<file path="src/design/mbrx_pkg.sv">
// ----------------------------------------------------------------------------
// mbrx_pkg
// Shared types, constants and the CRC-16 byte step for the Modbus RTU
// slave frame receiver.
// ----------------------------------------------------------------------------
`default_nettype none

package mbrx_pkg;

  localparam int BUF_DEPTH = 128;
  localparam int IDX_W     = $clog2(BUF_DEPTH);
  localparam int LEN_W     = 9;

  localparam logic [2:0] FUNC_BYTE  = 3'd0;
  localparam logic [2:0] FUNC_TICK  = 3'd1;
  localparam logic [2:0] FUNC_CHECK = 3'd2;
  localparam logic [2:0] FUNC_CLEAR = 3'd3;
  localparam logic [2:0] FUNC_READ  = 3'd4;

  localparam logic [1:0] ST_OK   = 2'd0;
  localparam logic [1:0] ST_ADDR = 2'd1;
  localparam logic [1:0] ST_CRC  = 2'd2;

  localparam logic [7:0]  LEN_SHORT     = 8'd6;
  localparam logic [7:0]  FUNC_LONG_MIN = 8'd7;
  localparam logic [7:0]  LEN_BYTE_POS  = 8'd6;
  localparam logic [7:0]  GAP_MAX       = 8'd255;
  localparam logic [15:0] CRC_INIT      = 16'hFFFF;
  localparam logic [15:0] CRC_POLY      = 16'hA001;

  localparam logic [7:0] STATION_RESET = 8'd1;
  localparam logic [7:0] GAP_RESET     = 8'd10;

  localparam logic [0:0] REG_STATION = 1'b0;
  localparam logic [0:0] REG_GAP     = 1'b1;

  typedef enum logic [1:0] {
    PH_WAIT  = 2'd0,
    PH_FILL  = 2'd1,
    PH_READY = 2'd2
  } phase_t;

  typedef enum logic [2:0] {
    S_IDLE,
    S_ADDR,
    S_FUNC,
    S_LEN,
    S_CRC,
    S_LO,
    S_HI
  } state_t;

  typedef enum logic [2:0] {
    RA_IN,
    RA_ZERO,
    RA_ONE,
    RA_SIX,
    RA_PTR_NEXT,
    RA_LEN1
  } ra_t;

  typedef struct packed {
    logic [2:0] func;
    logic [7:0] rx_byte;
    logic [6:0] read_index;
  } item_t;

  typedef struct packed {
    logic       frame_ready;
    logic [1:0] check_status;
    logic [7:0] read_data;
  } result_t;

  typedef struct packed {
    logic       exec;
    logic       rd_en;
    ra_t        ra;
    logic       ptr_clr;
    logic       ptr_inc;
    logic       len_short;
    logic       len_long;
    logic       crc_init;
    logic       crc_step;
    logic       lo_store;
    logic       finish;
    logic       is_read;
    logic [1:0] status;
  } cmd_t;

  typedef struct packed {
    logic addr_match;
    logic func_short;
    logic overlen;
    logic crc_last;
    logic crc_ok;
  } stat_t;

  // One byte through the reflected CRC-16, bit by bit
  function automatic logic [15:0] crc_byte(input logic [15:0] crc_in,
                                           input logic [7:0]  data);
    logic [15:0] c;
    c = crc_in ^ {8'h00, data};
    for (int b = 0; b < 8; b++) begin
      if (c[0]) begin
        c = (c >> 1) ^ CRC_POLY;
      end else begin
        c = c >> 1;
      end
    end
    return c;
  endfunction

endpackage

`default_nettype wire

</file>
<file path="src/design/mbrx_dp.sv">
// ----------------------------------------------------------------------------
// mbrx_dp
// Datapath: frame buffer, receive phase, gap counter, length and CRC
// registers, result registers.
// ----------------------------------------------------------------------------
`default_nettype none

module mbrx_dp (
  input  wire logic             clk,
  input  wire logic             rst,
  input  wire mbrx_pkg::item_t  item,
  input  wire mbrx_pkg::cmd_t   cmd,
  input  wire logic [7:0]       station,
  input  wire logic [7:0]       gap_limit,
  output mbrx_pkg::stat_t       stat,
  output mbrx_pkg::result_t     result
);

  localparam int IW = mbrx_pkg::IDX_W;
  localparam int LW = mbrx_pkg::LEN_W;

  logic [7:0]          mem [mbrx_pkg::BUF_DEPTH];
  logic                valid [mbrx_pkg::BUF_DEPTH];
  logic [7:0]          mem_q;
  logic                vld_q;
  logic [7:0]          rdata;

  mbrx_pkg::phase_t    phase;
  logic [IW-1:0]       widx;
  logic [7:0]          gap;
  logic [7:0]          gap_inc;
  logic [IW-1:0]       ptr;
  logic [IW-1:0]       len;
  logic [LW-1:0]       len_sum;
  logic [15:0]         crc;
  logic                lo_ok;
  logic [1:0]          status_q;
  logic                rd_flag;

  logic [IW-1:0]       raddr;
  logic                raddr_ok;
  logic                do_write;

  always_comb begin
    raddr_ok = 1'b1;
    unique case (cmd.ra)
      mbrx_pkg::RA_IN: begin
        raddr    = IW'(item.read_index);
        raddr_ok = {2'b00, item.read_index} < LW'(mbrx_pkg::BUF_DEPTH);
      end
      mbrx_pkg::RA_ZERO:     raddr = '0;
      mbrx_pkg::RA_ONE:      raddr = IW'(1);
      mbrx_pkg::RA_SIX:      raddr = IW'(mbrx_pkg::LEN_BYTE_POS);
      mbrx_pkg::RA_PTR_NEXT: raddr = ptr + 1'b1;
      mbrx_pkg::RA_LEN1:     raddr = len + 1'b1;
      default:               raddr = '0;
    endcase
  end

  assign do_write = cmd.exec && item.func == mbrx_pkg::FUNC_BYTE &&
                    phase != mbrx_pkg::PH_READY;

  // buffer storage and registered read
  always_ff @(posedge clk) begin
    if (do_write) begin
      mem[widx] <= item.rx_byte;
    end
    if (cmd.rd_en) begin
      mem_q <= mem[raddr];
    end
  end

  always_ff @(posedge clk) begin
    if (rst) begin
      for (int i = 0; i < mbrx_pkg::BUF_DEPTH; i++) begin
        valid[i] <= 1'b0;
      end
      vld_q <= 1'b0;
    end else begin
      if (do_write) begin
        valid[widx] <= 1'b1;
      end
      if (cmd.rd_en) begin
        vld_q <= valid[raddr] && raddr_ok;
      end
    end
  end

  // never-written slots read as zero
  assign rdata = vld_q ? mem_q : 8'h00;

  assign gap_inc = (gap < mbrx_pkg::GAP_MAX) ? gap + 8'd1 : gap;

  // receive phase, write index, gap counter
  always_ff @(posedge clk) begin
    if (rst) begin
      phase <= mbrx_pkg::PH_WAIT;
      widx  <= '0;
      gap   <= '0;
    end else if (cmd.exec) begin
      unique case (item.func)
        mbrx_pkg::FUNC_BYTE: begin
          if (phase != mbrx_pkg::PH_READY) begin
            phase <= mbrx_pkg::PH_FILL;
            gap   <= '0;
            if (widx != IW'(mbrx_pkg::BUF_DEPTH - 1)) begin
              widx <= widx + 1'b1;
            end
          end
        end
        mbrx_pkg::FUNC_TICK: begin
          if (phase == mbrx_pkg::PH_FILL) begin
            gap <= gap_inc;
            if (gap_inc > gap_limit) begin
              widx  <= '0;
              phase <= mbrx_pkg::PH_READY;
            end
          end
        end
        mbrx_pkg::FUNC_CLEAR: phase <= mbrx_pkg::PH_WAIT;
        default: ;
      endcase
    end
  end

  assign len_sum = {1'b0, rdata} + LW'(mbrx_pkg::LEN_SHORT);

  // check walk registers
  always_ff @(posedge clk) begin
    if (cmd.ptr_clr) begin
      ptr <= '0;
    end else if (cmd.ptr_inc) begin
      ptr <= ptr + 1'b1;
    end
    if (cmd.len_short) begin
      len <= IW'(mbrx_pkg::LEN_SHORT);
    end else if (cmd.len_long) begin
      len <= IW'(len_sum);
    end
    if (cmd.crc_init) begin
      crc <= mbrx_pkg::CRC_INIT;
    end else if (cmd.crc_step) begin
      crc <= mbrx_pkg::crc_byte(crc, rdata);
    end
    if (cmd.lo_store) begin
      lo_ok <= rdata == crc[7:0];
    end
    if (cmd.finish) begin
      status_q <= cmd.status;
      rd_flag  <= cmd.is_read;
    end
  end

  assign stat.addr_match = rdata == station;
  assign stat.func_short = rdata < mbrx_pkg::FUNC_LONG_MIN;
  assign stat.overlen    = len_sum >= LW'(mbrx_pkg::BUF_DEPTH - 1);
  assign stat.crc_last   = (ptr + 1'b1) == len;
  assign stat.crc_ok     = lo_ok && rdata == crc[15:8];

  assign result.frame_ready  = phase == mbrx_pkg::PH_READY;
  assign result.check_status = status_q;
  assign result.read_data    = rd_flag ? rdata : 8'h00;

endmodule

`default_nettype wire

</file>
<file path="src/design/mbrx_ctrl.sv">
// ----------------------------------------------------------------------------
// mbrx_ctrl
// Controller: takes commands and sequences the frame check through the
// single buffer read port.
// ----------------------------------------------------------------------------
`default_nettype none

module mbrx_ctrl (
  input  wire logic            clk,
  input  wire logic            rst,
  input  wire logic            start,
  input  wire logic [2:0]      func,
  input  wire mbrx_pkg::stat_t stat,
  output mbrx_pkg::cmd_t       cmd,
  output logic                 busy,
  output logic                 done
);

  mbrx_pkg::state_t state, state_next;

  always_ff @(posedge clk) begin
    if (rst) begin
      state <= mbrx_pkg::S_IDLE;
      done  <= 1'b0;
    end else begin
      state <= state_next;
      done  <= cmd.finish;
    end
  end

  assign busy = state != mbrx_pkg::S_IDLE;

  always_comb begin
    state_next = state;
    cmd        = '0;
    cmd.ra     = mbrx_pkg::RA_IN;
    cmd.status = mbrx_pkg::ST_OK;
    unique case (state)
      mbrx_pkg::S_IDLE: begin
        if (start) begin
          if (func == mbrx_pkg::FUNC_CHECK) begin
            cmd.rd_en  = 1'b1;
            cmd.ra     = mbrx_pkg::RA_ZERO;
            state_next = mbrx_pkg::S_ADDR;
          end else begin
            cmd.exec    = 1'b1;
            cmd.finish  = 1'b1;
            cmd.is_read = func == mbrx_pkg::FUNC_READ;
            cmd.rd_en   = func == mbrx_pkg::FUNC_READ;
          end
        end
      end
      mbrx_pkg::S_ADDR: begin
        if (!stat.addr_match) begin
          cmd.finish = 1'b1;
          cmd.status = mbrx_pkg::ST_ADDR;
          state_next = mbrx_pkg::S_IDLE;
        end else begin
          cmd.rd_en  = 1'b1;
          cmd.ra     = mbrx_pkg::RA_ONE;
          state_next = mbrx_pkg::S_FUNC;
        end
      end
      mbrx_pkg::S_FUNC: begin
        cmd.rd_en = 1'b1;
        if (stat.func_short) begin
          cmd.ra        = mbrx_pkg::RA_ZERO;
          cmd.len_short = 1'b1;
          cmd.crc_init  = 1'b1;
          cmd.ptr_clr   = 1'b1;
          state_next    = mbrx_pkg::S_CRC;
        end else begin
          cmd.ra     = mbrx_pkg::RA_SIX;
          state_next = mbrx_pkg::S_LEN;
        end
      end
      mbrx_pkg::S_LEN: begin
        if (stat.overlen) begin
          cmd.finish = 1'b1;
          cmd.status = mbrx_pkg::ST_CRC;
          state_next = mbrx_pkg::S_IDLE;
        end else begin
          cmd.rd_en    = 1'b1;
          cmd.ra       = mbrx_pkg::RA_ZERO;
          cmd.len_long = 1'b1;
          cmd.crc_init = 1'b1;
          cmd.ptr_clr  = 1'b1;
          state_next   = mbrx_pkg::S_CRC;
        end
      end
      mbrx_pkg::S_CRC: begin
        // next address is ptr+1, which is the CRC low byte on the last pass
        cmd.rd_en    = 1'b1;
        cmd.ra       = mbrx_pkg::RA_PTR_NEXT;
        cmd.crc_step = 1'b1;
        cmd.ptr_inc  = 1'b1;
        if (stat.crc_last) begin
          state_next = mbrx_pkg::S_LO;
        end
      end
      mbrx_pkg::S_LO: begin
        cmd.lo_store = 1'b1;
        cmd.rd_en    = 1'b1;
        cmd.ra       = mbrx_pkg::RA_LEN1;
        state_next   = mbrx_pkg::S_HI;
      end
      mbrx_pkg::S_HI: begin
        cmd.finish = 1'b1;
        cmd.status = stat.crc_ok ? mbrx_pkg::ST_OK : mbrx_pkg::ST_CRC;
        state_next = mbrx_pkg::S_IDLE;
      end
      default: state_next = mbrx_pkg::S_IDLE;
    endcase
  end

endmodule

`default_nettype wire

</file>
<file path="src/design/modbus_rtu_slave_frame_receiver_core.sv">
// ----------------------------------------------------------------------------
// modbus_rtu_slave_frame_receiver_core
// Modbus RTU slave receive side: frame buffer, silent-gap timing and
// address / CRC-16 frame check.
// ----------------------------------------------------------------------------
// Usage:
//  - A command beat is taken when start is high and busy is low. item.func
//    selects: byte received, timer tick, check frame, clear ready, read.
//  - Each command gives exactly one result beat, shown on result for one
//    cycle with done high. The receiver cannot stall, so it must take it.
//  - Byte, tick, clear, read and unused codes: result in the cycle after the
//    command; busy stays low, so a new command may follow every cycle.
//  - Check frame: busy until done. An address mismatch answers once
//    byte 0 is read, an overlength frame once byte 6 is read; a full check
//    walks the buffer one byte a cycle through its single read port and a
//    byte-wide CRC step over len bytes, then compares the two CRC bytes,
//    len being 6 (short function codes, byte 6 not read) or byte 6 + 6.
//  - Registers station_address (0x0) and gap_limit (0x4) on the APB port,
//    to be written only while the block is idle (not enforced by the block).
//  - Reset (rst, synchronous) clears phase, write index, gap count and the
//    buffer valid bits at once; unwritten slots read as zero, so no
//    clearing pass is needed.
// ----------------------------------------------------------------------------
`default_nettype none

module modbus_rtu_slave_frame_receiver_core (
  input  wire logic              clk,
  input  wire logic              rst,
  input  wire logic              start,
  input  wire mbrx_pkg::item_t   item,
  output logic                   busy,
  output logic                   done,
  output mbrx_pkg::result_t      result,
  input  wire logic              psel,
  input  wire logic              penable,
  input  wire logic              pwrite,
  input  wire logic [2:0]        paddr,
  input  wire logic [31:0]       pwdata,
  output logic [31:0]            prdata,
  output logic                   pready
);

  logic [7:0]      station;
  logic [7:0]      gap_limit;
  logic            cfg_wr;
  mbrx_pkg::cmd_t  cmd;
  mbrx_pkg::stat_t stat;

  // configuration registers; register select is the word address bit
  assign pready = 1'b1;
  assign cfg_wr = psel && penable && pwrite && pready;

  always_ff @(posedge clk) begin
    if (rst) begin
      station   <= mbrx_pkg::STATION_RESET;
      gap_limit <= mbrx_pkg::GAP_RESET;
    end else if (cfg_wr) begin
      unique case (paddr[2])
        mbrx_pkg::REG_STATION: station   <= pwdata[7:0];
        mbrx_pkg::REG_GAP:     gap_limit <= pwdata[7:0];
        default: ;
      endcase
    end
  end

  assign prdata = {24'h000000, (paddr[2] == mbrx_pkg::REG_GAP) ? gap_limit : station};

  mbrx_ctrl u_ctrl (
    .clk   (clk),
    .rst   (rst),
    .start (start),
    .func  (item.func),
    .stat  (stat),
    .cmd   (cmd),
    .busy  (busy),
    .done  (done)
  );

  mbrx_dp u_dp (
    .clk       (clk),
    .rst       (rst),
    .item      (item),
    .cmd       (cmd),
    .station   (station),
    .gap_limit (gap_limit),
    .stat      (stat),
    .result    (result)
  );

  // an accepted beat either answers next cycle or starts a check
  a_accept_progress: assert property (@(posedge clk) disable iff (rst)
    start && !busy |=> done || busy)
    else $error("accepted beat neither answered nor started a check");

  // the phase never moves while a check walks the buffer
  a_ready_stable: assert property (@(posedge clk) disable iff (rst)
    busy |=> $stable(result.frame_ready))
    else $error("frame_ready moved during a check");

  // buffer data is only shown for a read, which answers straight from idle
  a_read_from_idle: assert property (@(posedge clk) disable iff (rst)
    done && result.read_data != 8'h00 |->
      !$past(busy) && result.check_status == mbrx_pkg::ST_OK)
    else $error("read data shown outside a read result");

  // status code three is never produced
  a_status_code: assert property (@(posedge clk) disable iff (rst)
    done |-> result.check_status != 2'd3)
    else $error("undefined check status");

endmodule

`default_nettype wire
</file>
<file path="config.mk">
export PLATFORM = sky130hd
export DESIGN_NAME = modbus_rtu_slave_frame_receiver_core
export DESIGN_NICKNAME = d
export VERILOG_FILES = /design/src/design/mbrx_pkg.sv /design/src/design/mbrx_dp.sv /design/src/design/mbrx_ctrl.sv /design/src/design/modbus_rtu_slave_frame_receiver_core.sv
export SDC_FILE = /design/constraint.sdc
export NUM_CORES = 2
export LEC_CHECK = 0
export ABC_AREA = 0
export CELL_PAD_IN_SITES_DETAIL_PLACEMENT = 2
export CELL_PAD_IN_SITES_GLOBAL_PLACEMENT = 2
export CORE_UTILIZATION = 47
export DETAILED_ROUTE_END_ITERATION = 10
export DONT_BUFFER_PORTS = 1
export PLACE_DENSITY_LB_ADDON = 0.15
export SLEW_MARGIN = 20
export SYNTH_ARGS = -nofsm -noshare
export SYNTH_HDL_FRONTEND = slang
export SYNTH_HIERARCHICAL = 1
export SYNTH_SLANG_ARGS = --single-unit
</file>
<file path="constraint.sdc">
create_clock -name clk -period 11.3 [get_ports clk]
set_input_delay 1.13 -clock clk [delete_from_list [all_inputs] [get_ports clk]]
set_output_delay 1.13 -clock clk [all_outputs]
set_load 0.01 [all_outputs]
</file>
Word level (Yosys, flattened, before mapping)
Memories as Yosys holds them, arrays and structs flattened. A register that Yosys moved wholly into a read port is not among the register bits.
Cells that the tools add are included.
Storage, ports and cells
  input port bits: 59
  bits in registers: 71
  output and inout bits: 46
  memories: 2
  logic and storage cells: 165
  memory bits (writable): 1152
Memory list
  u_dp.mem: words 128, bits a word 8, rd ports 1, clocked after memory_dff 1, write ports 1, RTL line mbrx_dp.sv:22  | logic [7:0] mem [mbrx_pkg::BUF_DEPTH];
  u_dp.valid: words 128, bits a word 1, rd ports 1, clocked after memory_dff 1, write ports 128, RTL line mbrx_dp.sv:23  | logic valid [mbrx_pkg::BUF_DEPTH];
Cells by class
  $lt $le $gt $ge: 4
  $add $sub $neg: 5
  bitwise gates (word level): 12
  equal/unequal tests: 29
  multiplexer cells: 81
  reduce and logical (&&, ||, !) cells: 19
Operators with widths (count)
  16-bit 2-to-1 mux: 22
  8-bit 2-to-1 mux: 6
  7-bit 2-to-1 mux: 5
  7-bit one-hot mux with 5 select lines: 1
  8-bit equality test: 3
  2-bit inverter with 3-bit output: 8
  4-bit one-hot mux with 6 select lines: 1
  7-bit by 1-bit adder with 7-bit output (second input constant): 3
  1-bit 2-to-1 mux: 20
  2-bit 2-to-1 mux: 10
  3-bit by 2-bit equality test with 1-bit output (second input constant): 6
  3-bit equality test (second input constant): 6
  3-bit one-hot mux with 6 select lines: 1
  8-bit one-hot mux with 2 select lines: 1
  16-bit by 8-bit XOR with 16-bit output: 1
  3-bit 2-to-1 mux: 5
  7-bit one-hot mux with 2 select lines: 1
  2-bit one-hot mux with 3 select lines: 2
  5-bit 2-to-1 mux: 2
  2-bit != test (second input constant): 5
  8-bit by 3-bit adder with 9-bit output (second input constant): 1
  9-bit by 7-bit >= comparator with 1-bit output (second input constant): 1
  3-bit zero test: 3
  8-bit by 1-bit adder with 8-bit output (second input constant): 1
  other kinds (23): 35

Depth between registers and ports, before layout
  depth after elaboration: 32
  gate-level depth with buffers: 26
  gate-level depth less buffers: 19

Hierarchy
Netlist, hierarchy kept.
Modules (own cells, without submodules)
  mbrx_dp: cells each 4280, area each 50238.2 um^2, times used 1, seq. area each 34633.2 um^2
  modbus_rtu_slave_frame_receiver_core: cells each 103, area each 1014.7 um^2, times used 1, seq. area each 320.3 um^2
  mbrx_ctrl: cells each 54, area each 425.4 um^2, times used 1, seq. area each 80.1 um^2

Worst setup path after synthesis
OpenSTA, ideal clock, no wires.
  path type: reg-to-reg
  from: register u_dp.vld_q (read register of u_dp.valid)
  to: register u_dp.mem_q[5] (read register of u_dp.mem) (data pin)
  buffers on the path: 4
  arrival time: 4.411 ns
  setup time: 0.272 ns
  cell stages (with the launch flop): 23
  setup slack: 6.617 ns
  cell sequence: dfxtp_1 -> clkbuf_1 -> clkbuf_1 -> nand2_1 -> ha_1 -> nor2_1 -> nor2_1 -> nor4_1 -> nand3b_1 -> a21oi_1 -> a21oi_1 -> nand2_1 -> nand3_1 -> buf_2 -> or2_2 -> o32ai_4 -> nand3_2 -> buf_2 -> nor4_1 -> nor3_1 -> nand2_1 -> o22ai_1 -> or4_1
RTL lines
  start, declared: RTL line mbrx_dp.sv:25  | logic vld_q;
  end, declared: RTL line mbrx_dp.sv:24  | logic [7:0] mem_q;

==> impl_results.md <==
- Aggregate global routing overflow: 0
- Slew margin rel.: 21.1%
- DRC violations left: 0
- Maximum VDD drop: between 0.0001 and 0.00015 V
- Final Hold Viols: 0
- Yosys reg bits: 1232
- Detail Route Antenna Nets: 0
- Nets@finish: 4412
- Asr flop ratio synth: 0%
- Hold buffers post-CTS: 0
- Skew final: 0.0211 ns
- Max cap viols: 0
- Crit path kind: flip-flop to flip-flop
- Hold_ws: 0.473 ns
- Clk sink count: about 1200
- Vias per cell: 6.31
- Detailed Route Iter0 Violations: 2934
- Fin crit period: a little under 8 ns
- Yosys warnings: 6
- Post-synth EDFFs: approximately 1000
- Synth Flop Type: edfxtp_1
- CTS resizes: 0
- H-tree levels: 4
- Pin count of the biggest net entering global routing: 174
- Row count: around 120
- Fin crit share: 68.0%
- Critical path fanouts, max: 112
- Routability cong.: 0.845
- Clock tree from TritonCTS: built
- Post-synth top area share: about 60%
- Tot Pwr: 10.3 mW
- I/O pins: approximately 110
- Tot GR Track Use: approximately a third
- Average wire per standard cell: 31.0 um
- Cells after Synth: 4437
- Post-CTS Setup Repair Bufs: 0
- Unrepaired setup endpoints after global routing: false
- Vias in the first global route: 40100
- Die height: 334 um
- Core ar.: 109000 um2
- Leak Pwr: 19.4 nW
- Die boundary width: 334 um
- Register area share after synthesis: 67.8%
- Post-Layout Cell Count: 5869
- Vias: 37000
- Final WL: 182000 um
- Power per cell area: 181 nW/um2
- Global-route wire length before repair: 269000 um
- Post-Syn Area: 51700 um2
- Clock root buffer: clkbuf_16
- Pre-antenna DRT Iters: 5
- Dominant cell type by area after synthesis: edfxtp_1
- Count leader, synth: nand2_1
- Slew Viols, Final: 0
- CTS max path bufs: 3
- Data required, critical path: 11.72 ns
- # setup viols final: 0
- Final HPWL DP: 104000 um
- Avg Cell Area, Syn: 11.6 um2
- Worst-margin pin slew: around 1.2 ns
- Maximum clock frequency: 130 MHz
- Data arrival time of the worst path: 8.10 ns
- Largest cells by area after synthesis: edfxtp_1 (60%), nand2_1 (7.9%), dfxtp_1 (7.6%)
- Synth cell count leaders: nand2_1 (1090), edfxtp_1 (1036), nor2_1 (440)
- Proportion of layout cells with a drive suffix above 1: 8.29%
- Clock Pin Slew Worst Setup and Hold Paths: 0.06 ns
- Status: finished, final reports clean
- Netlist cell types: 89
- Hold Crit Class: flip-flop to flip-flop
- Clk_lat worst skew: approximately 0.74 ns
- Layout area overhead: 10.3%
- PortBufs: 0
- Placed Instances: 5614
- CTS buffer count: 136
- DIE AREA: 111000 um2
- Critical Path End Type: flip-flop
- Initial antenna violation count: 5
- Setup tns final: 0 ns
- Starting Density: between 40 and 50%
- Startpoint Class: flip-flop
critical path: stages (launching register included):
cell      delay [ns]
dfxtp_1         0.31
buf_4           0.40
nand2_1         0.31
ha_1            0.38
nor2_1          0.10
nor2_1          0.05
nor4_1          0.27
nand3b_1        0.11
a21oi_1         0.32
a21oi_1         0.12
nand2_1         0.14
nand3_1         0.52
nand3b_2        0.45
o22ai_1         0.22
nor2_4          0.17
buf_12          0.47
buf_4           0.71
a21oi_1         0.17
o21ai_0         0.68
nand4_1         0.20
nand4_1         0.26
nor3_1          0.10
or4_1           0.63
layout make-up:
type | instances | area, um2
Multi-Input combinational cell | 2897 | 15200
Clock inverter | 43 | 474
Sequential cell | 1232 | 35000
Antenna cell | 6 | 15.0
Clock buffer | 206 | 3950
Tap cell | 1414 | 1770
Fill cell | 10400 | 52000
Inverter | 13 | 48.8
Timing Repair Buffer | 58 | 536
report_power, final:
part / switching (mW) / total, mW / internal (mW)
registers: 0.0515 / 5.00 / 4.95
clock network: 1.86 / 4.47 / 2.61
logic: 0.556 / 0.828 / 0.271
placed cells by master, fill, tap and decap left out, types with 40 or more instances in the layout:
master | netlist | layout
a21oi_1 | 176 | 176
a311oi_1 | 77 | 77
a31oi_1 | 54 | 53
and3_1 | 67 | 67
buf_4 | 44 | 50
clkbuf_1 | 113 | 48
clkbuf_16 | 0 | 142
dfxtp_1 | 196 | 196
edfxtp_1 | 1036 | 1036
mux2i_1 | 42 | 42
nand2_1 | 1090 | 1090
nand3_1 | 384 | 384
nand4_1 | 40 | 40
nor2_1 | 440 | 432
o21ai_0 | 72 | 72
xnor2_1 | 45 | 45
per-layer routing:
layer	GRT usage, %	part of all wire [%]	vias up
li1	-	-	15700
met2	56.0	50	1350
met3	5.88	6.5	385
met4	13.5	4.0	4
met1	41.0	40	19600
met5	0	0.015	-
metrics by stage:
stage | util [%] | setup slack [ns] | area, um2
floorplan | - | 6.62 | 51800
global placement | 48.2 | 4.00 | 52500
detailed placement | 48.2 | 3.87 | 52500
CTS | 52.3 | 3.77 | 57000
global route | 52.3 | 3.33 | 57000
finish | 52.3 | 3.62 | 57000
state kept, by name (all words and copies together) (netlist names), 7 cells and up:
name and cells:
u_dp/len 7, u_dp/widx 7, u_dp/mem 1024, station 8, gap_limit 8, u_dp/gap 8
u_dp/crc 16, u_dp/mem_q 8, u_dp/ptr 7, u_dp/valid 128
final timing paths:
path              slack [ns]  cells past startpoint            end          start
hold / removal          0.47                      2  u_dp/valid[4]  u_dp/valid[4]
setup / recovery        3.62                     22  u_dp/mem_q[5]     u_dp/vld_q
hold reg to reg         0.47                      2  u_dp/valid[4]  u_dp/valid[4]
setup reg to reg        3.62                     22  u_dp/mem_q[5]     u_dp/vld_q
cells by family (layout without fill, tap and decap cells):
| group | count (synthesis) | count (layout) | synth area share, % |
|---|---|---|---|
| simple gates | 2178 | 2178 | 18.2 |
| flops | 1232 | 1232 | 67.8 |
| compound gates | 518 | 518 | 6.63 |
| buf+inv | 331 | 320 | 3.21 |
| mux | 89 | 89 | 2.53 |
| xor+xnor | 72 | 72 | 1.22 |
| fa+ha+maj | 15 | 15 | 0.363 |
| other cells | 2 | 31 | 0.0145 |
No activity file was read; power rests on OpenSTA's default activity.
